`src/hw/rtl/q8bdp_pkg.sv`:
```
// ----------------------------------------------------------------------------
// q8bdp_pkg
// Shared constants, controller states and the command and status structs
// that join the controller to the datapath of the q8 block dot product.
// ----------------------------------------------------------------------------
package q8bdp_pkg;

  // Block geometry: 32 byte pairs, handled 8 lanes at a time.
  localparam int BLOCK_BYTES = 32;
  localparam int LANES       = 8;
  localparam int DOT_STEPS   = BLOCK_BYTES / LANES;
  localparam int STEP_W      = $clog2(DOT_STEPS);
  localparam int BLOCK_W     = BLOCK_BYTES * 8;

  // Integer dot product: magnitude at most 32 * 128 * 128 = 2^19.
  localparam int DOT_W  = 21;
  localparam int MAG_W  = 20;
  // Scale significand product (11 x 11 bits) and block product (20 x 22 bits).
  localparam int SMAN_W = 22;
  localparam int PM_W   = MAG_W + SMAN_W;
  // Alignment field for the fused add, and signed exponent width.
  localparam int FLD_W  = 50;
  localparam int EXP_W  = 11;

  localparam logic [31:0] QNAN_BITS = 32'h7FC0_0000;

  typedef enum logic [2:0] {
    ST_IDLE,
    ST_DOT,
    ST_PROD,
    ST_PNORM,
    ST_ALIGN,
    ST_ADD,
    ST_NORM,
    ST_ROUND
  } state_e;

  typedef struct packed {
    logic              load;
    logic              dot_step;
    logic [STEP_W-1:0] lane;
    logic              prod;
    logic              pnorm;
    logic              align;
    logic              add;
    logic              norm;
    logic              commit;
  } cmd_t;

  typedef struct packed {
    logic last;
    logic out_free;
  } status_t;

endpackage

```
`src/hw/rtl/q8bdp_ctrl.sv`:
```
// ----------------------------------------------------------------------------
// q8bdp_ctrl
// Controller state machine: walks one block pair through the dot product
// lanes, the scale product, alignment, add, normalization and rounding.
// ----------------------------------------------------------------------------
module q8bdp_ctrl
  import q8bdp_pkg::*;
(
  input  logic    clk_i,
  input  logic    rst_ni,
  input  logic    in_valid_i,
  output logic    in_ready_o,
  input  status_t status_i,
  output cmd_t    cmd_o
);

  state_e            state_q, state_d;
  logic [STEP_W-1:0] lane_q, lane_d;

  // State and lane counter registers.
  always_ff @(posedge clk_i or negedge rst_ni) begin
    if (!rst_ni) begin
      state_q <= ST_IDLE;
      lane_q  <= '0;
    end else begin
      state_q <= state_d;
      lane_q  <= lane_d;
    end
  end

  // Next state and commands.
  always_comb begin
    state_d    = state_q;
    lane_d     = lane_q;
    cmd_o      = '0;
    cmd_o.lane = lane_q;
    in_ready_o = 1'b0;
    unique case (state_q)
      ST_IDLE: begin
        in_ready_o = 1'b1;
        if (in_valid_i) begin
          cmd_o.load = 1'b1;
          lane_d     = '0;
          state_d    = ST_DOT;
        end
      end
      ST_DOT: begin
        cmd_o.dot_step = 1'b1;
        lane_d         = lane_q + 1'b1;
        if (lane_q == STEP_W'(DOT_STEPS - 1)) begin
          state_d = ST_PROD;
        end
      end
      ST_PROD: begin
        cmd_o.prod = 1'b1;
        state_d    = ST_PNORM;
      end
      ST_PNORM: begin
        cmd_o.pnorm = 1'b1;
        state_d     = ST_ALIGN;
      end
      ST_ALIGN: begin
        cmd_o.align = 1'b1;
        state_d     = ST_ADD;
      end
      ST_ADD: begin
        cmd_o.add = 1'b1;
        state_d   = ST_NORM;
      end
      ST_NORM: begin
        cmd_o.norm = 1'b1;
        state_d    = ST_ROUND;
      end
      ST_ROUND: begin
        // A last block needs a free output register to hand off its sum.
        if (!status_i.last || status_i.out_free) begin
          cmd_o.commit = 1'b1;
          state_d      = ST_IDLE;
        end
      end
      default: state_d = ST_IDLE;
    endcase
  end

endmodule

```
`config.mk`:
```
export PLATFORM = sky130hd
export DESIGN_NAME = q8bdp_ctrl
export DESIGN_NICKNAME = d
export VERILOG_FILES = /design/src/hw/rtl/q8bdp_pkg.sv /design/src/hw/rtl/q8bdp_ctrl.sv
export SDC_FILE = /design/constraint.sdc
export NUM_CORES = 1
export LEC_CHECK = 0
export BUFFER_PORTS_ARGS = -buffer_cell sky130_fd_sc_hd__buf_2
export CORE_AREA = 3 3 40 42
export CTS_BUF_LIST = sky130_fd_sc_hd__clkbuf_8
export DETAILED_ROUTE_END_ITERATION = 16
export DIE_AREA = 0 0 43 45
export GPL_ROUTABILITY_DRIVEN = 0
export HOLD_SLACK_MARGIN = 0.02
export PLACE_DENSITY = 0.57
export SYNTH_ARGS = -nofsm -noshare
export SYNTH_HDL_FRONTEND = slang
export SYNTH_SLANG_ARGS = --single-unit
```
`constraint.sdc`:
```
create_clock -name clk_i -period 2.7 [get_ports clk_i]
set_input_delay 0.54 -clock clk_i [delete_from_list [all_inputs] [get_ports clk_i]]
set_output_delay 0.54 -clock clk_i [all_outputs]
set_load 0.005 [all_outputs]
```
# Word-level counts from Yosys, hierarchy flattened
# Index checks and enable logic that the tools add are counted.
# word_totals
register_bits	5
inputBits	5
out_inout_bits	11
elab_cells	37
# op_classes
n_addsub	1
n_eq_ne	11
mux	17
reduce_logical	6
# op_table
operator	count
one-hot mux 3 bit (8 select lines)	1
equality test 3 bit, second input constant	4
two-way mux 1 bit	11
two-way mux 3 bit	3
equality test 3 x 2 -> 1 bit, second input constant	2
!= test 2 bit, second input constant	3
one-hot mux 2 bit (2 select lines)	1
equality test 3 x 1 -> 1 bit, second input constant	1
zero test 3 bit	1
AND reduction 3 bit	1
adder 2 x 1 -> 2 bit, second input constant	1
equality test 2 bit, second input constant	1
two-way mux 2 bit	1
AND reduction 2 bit	1
nonzero test 2 bit	1
zero test 1 bit	1
logical OR 1 bit	1

# Logic depth before layout (Yosys ltp)
# logic_depth
word_depth	4
ltp_mapped	4

# Least setup slack after synthesis
# OpenSTA, ideal clock, no wires.
# synth_timing
kind	register to output
from	reg state_q[0]
to	out cmd_o[9] (netlist bit)
t_arrival_ps	911
required_ps	2160
slack_ps	1249
stages_incl_launch_ff	4
n_path_buf	1
cell_sequence	dfrtp_1 -> buf_6 -> nor3_1 -> and2_1
# synth_lines
element	line_no	text
from (decl)	q8bdp_ctrl.sv:17	state_e state_q, state_d;
from (signal assigned)	q8bdp_ctrl.sv:26	state_q <= state_d;
to (decl)	q8bdp_ctrl.sv:14	output cmd_t cmd_o

==> out/qor.yml <==
clock_tree:
  clockRootBuffer: "clkbuf_8"
  numCtsBuffers: 3
  cts_resized: 0
  cts.sinks: 5
  hold_buffers: 0
  clock_path_buffers: 2
  insertion_delay_ns: 0.22
  postCtsSetupRepairBufs: 0
  clk_pin_slew_worst_paths_ns: 0.04
  cts_tree: "done"
  h-tree-depth: 1
yosys:
  yosysWarnings: 0
  syn_avg_cell_area_um2: 9.75
  synth_nets: 40
  async_flop_share: 1.00
  netlist_instances: 34
  yosys_most_used_dff: "dfrtp_1"
  ys_seq_area_frac: 0.377
  yosysMostFrequentCell: "nor2_1"
  synth_edf_count: 0
  synthTopCellsByArea: "dfrtp_1 (38%), buf_6 (10%), nor2_1 (6.8%), nor3_1 (4.5%), nor3b_1 (4.5%)"
  synth_top_cell_by_area: "dfrtp_1"
  yosysUniqueCellTypes: 19
  yosys_register_bits: 5
  ys_top_cells_by_count: "nor2_1 (6), dfrtp_1 (5), buf_6 (3), nor3_1 (3)"
  netlist_area_um2: 332
  yosysTopAreaCellShare: 0.377
critical_path:
  crit_chain: "nand2_2 > a211oi_2 > buf_2"
  cp_slowest_stage_delay_ns: 0.53
  crit_type: "reg -> out"
  cp_slowest_cell: "dfrtp_1"
  cp.required_ns: 2.16
  r2r_cells: 2
  start_kind: "register"
  cp.arrival_ns: 1.26
  r2r-end: "lane_q[0]"
  setup.worst_path.end_class: "output port"
  reg2reg_from: "state_q[0]"
  cp_max_fo: 10
  reg2reg_slack_ns: 1.57
finish:
  fillCellCount: 131
  multi_input_area_um2: 165
  post-route-util: 0.340
  drive_gt1_frac: 0.460
  syn_to_final_growth_pct: 31.7
  ff_latch_area_um2: 125
  num_antenna_cells: 0
  layout.nets: 57
grt:
  grt_pass1_vias: 228
  grt_max_degree: 11
  grt_pass1_wl_um: 986
  globalRouteOverflowTotal: 0
  track_usage: 0.0729
  antenna_found_initial: 0
floorplanning:
  ios: 16
  core-area_mm2: 0.00128
  num_rows: 13
  start_util: 0.258
  die_h_um: 45
  dieArea_mm2: 0.00194
  die_w_um: 43
sta:
  finalHoldViolCount: 0
  rsz0062_at_grt: "false"
  post-route-min-period_ns: 1.80
  setup_viol: 0
  report.final.slew_viol_count: 0
  setup-tns-final_ns: 0
  clock.fmax_ghz: 0.555
  fin_worst_skew_ns: 0.00324
  relSlewSlack: 0.775
  worstMarginPinSlew_ns: 0.338
  post-route-period-util: 0.667
job:
  maxCapViolations: 0
detailed_routing:
  vias: 275
  viasPerCell: 4.23
  totalWireLength_um: 624
  avgRoutedWirePerCell_um: 9.60
  drt_iter0_drc: 3
  ant_nets: 0
  drc: 0
  firstDrtPassIters: 2
hold_path:
  hp-class: "in -> async"
power:
  powerDensity_mw_per_mm2: 1250
  p_leak_nw: 0.227
  irDropWorstVdd_mv: 0.600
run_status:
  status: "completed"
placement:
  dpl.hpwl_um: 517
  portBuffers: 15
==> layout make-up <==
| cell class | instances | share of cell area |
|---|---|---|
| multi-input cells | 24 | 0.378 |
| flip-flops and latches | 5 | 0.287 |
| repair buffers | 15 | 0.172 |
| clock buffers | 3 | 0.0946 |
| well taps | 15 | 0.0430 |
| inverters | 2 | 0.0172 |
| clock inverters | 1 | 0.00860 |
==> layer usage <==
metal | up-vias | global-route usage | share of wire
met5 | - | 0 | 0
li1 | 148 | - | -
met1 | 116 | 0.0958 | 0.47
met3 | 0 | 0.0757 | 0.11
met2 | 11 | 0.0868 | 0.42
met4 | 0 | 0 | 0
==> state kept, by name (all words and copies together) (netlist names) <==
| name | cells |
|---|---|
| lane_q | 2 |
| state_q | 3 |
==> worst max path at each step <==
stage / startpoint / endpoint / slack (ns) / cells after the start
CTS: state_q[2] / cmd_o[1] / 0.89 / 3
finish: state_q[0] / cmd_o[0] / 0.90 / 3
global placement: state_q[2] / cmd_o[1] / 1.12 / 3
global route: state_q[2] / cmd_o[1] / 0.80 / 3
floorplan: state_q[0] / cmd_o[9] / 1.25 / 3
detailed placement: state_q[2] / cmd_o[1] / 1.12 / 3
==> where the power goes <==
part	total, W	switching (W)	internal [W]
Clock	0.000130	0.0000333	0.0000972
Combinational	0.000231	0.000107	0.000123
Sequential	0.000184	0.0000710	0.000113
Total	0.000545	0.000211	0.000334
==> worst max-delay path: cells and delay by family, from the launching register on <==
| family | cells | cell delay (ns) |
|---|---|---|
| buffers and inverters | 1 | 0.15 |
| AND/OR/NAND/NOR | 1 | 0.13 |
| AO/OA/AOI/OAI | 1 | 0.24 |
| flip-flops | 1 | 0.53 |
==> placed cells by master (no fill, tap or decap) <==
| cell type | netlist | final |
|---|---|---|
| a211oi_1 | 1 | 1 |
| a211oi_2 | 1 | 1 |
| a21oi_1 | 1 | 1 |
| a22o_1 | 1 | 1 |
| a31oi_1 | 1 | 1 |
| and2_1 | 1 | 1 |
| buf_2 | 0 | 15 |
| clkbuf_8 | 0 | 3 |
| dfrtp_1 | 5 | 5 |
| ha_1 | 1 | 1 |
| inv_1 | 2 | 3 |
| mux2_2 | 1 | 1 |
| nand2_2 | 1 | 1 |
| nand2b_4 | 1 | 1 |
| nor2_1 | 6 | 6 |
| nor2_4 | 1 | 1 |
| nor3_1 | 3 | 3 |
| nor3b_1 | 2 | 2 |
| nor4_1 | 1 | 1 |
| o21ai_0 | 1 | 1 |
==> cell families (layout without fill, tap and decap cells) <==
kind of cell,Yosys count,after routing,share of synthesized area
AO/OA/AOI/OAI,6,6,0.136
flip-flops,5,5,0.377
buffers and inverters,5,21,0.125
multiplexers,1,1,0.0340
adder cells (fa/ha/maj),1,1,0.0377
AND/OR/NAND/NOR,16,16,0.291
==> through the flow <==
stage	cell area (µm²)	total power (W)	instances	hold slack (ns)	worst slack, ns
after floorplan	332	0.000382	34	0.244	1.25
after global placement	392	0.000420	61	0.361	1.12
after detailed placement	392	0.000422	61	0.362	1.12
after CTS	437	0.000559	65	0.128	0.886
after global routing	437	0.000602	65	0.134	0.798
final	437	0.000545	65	0.126	0.899
Power figures use the tool's default switching activity.
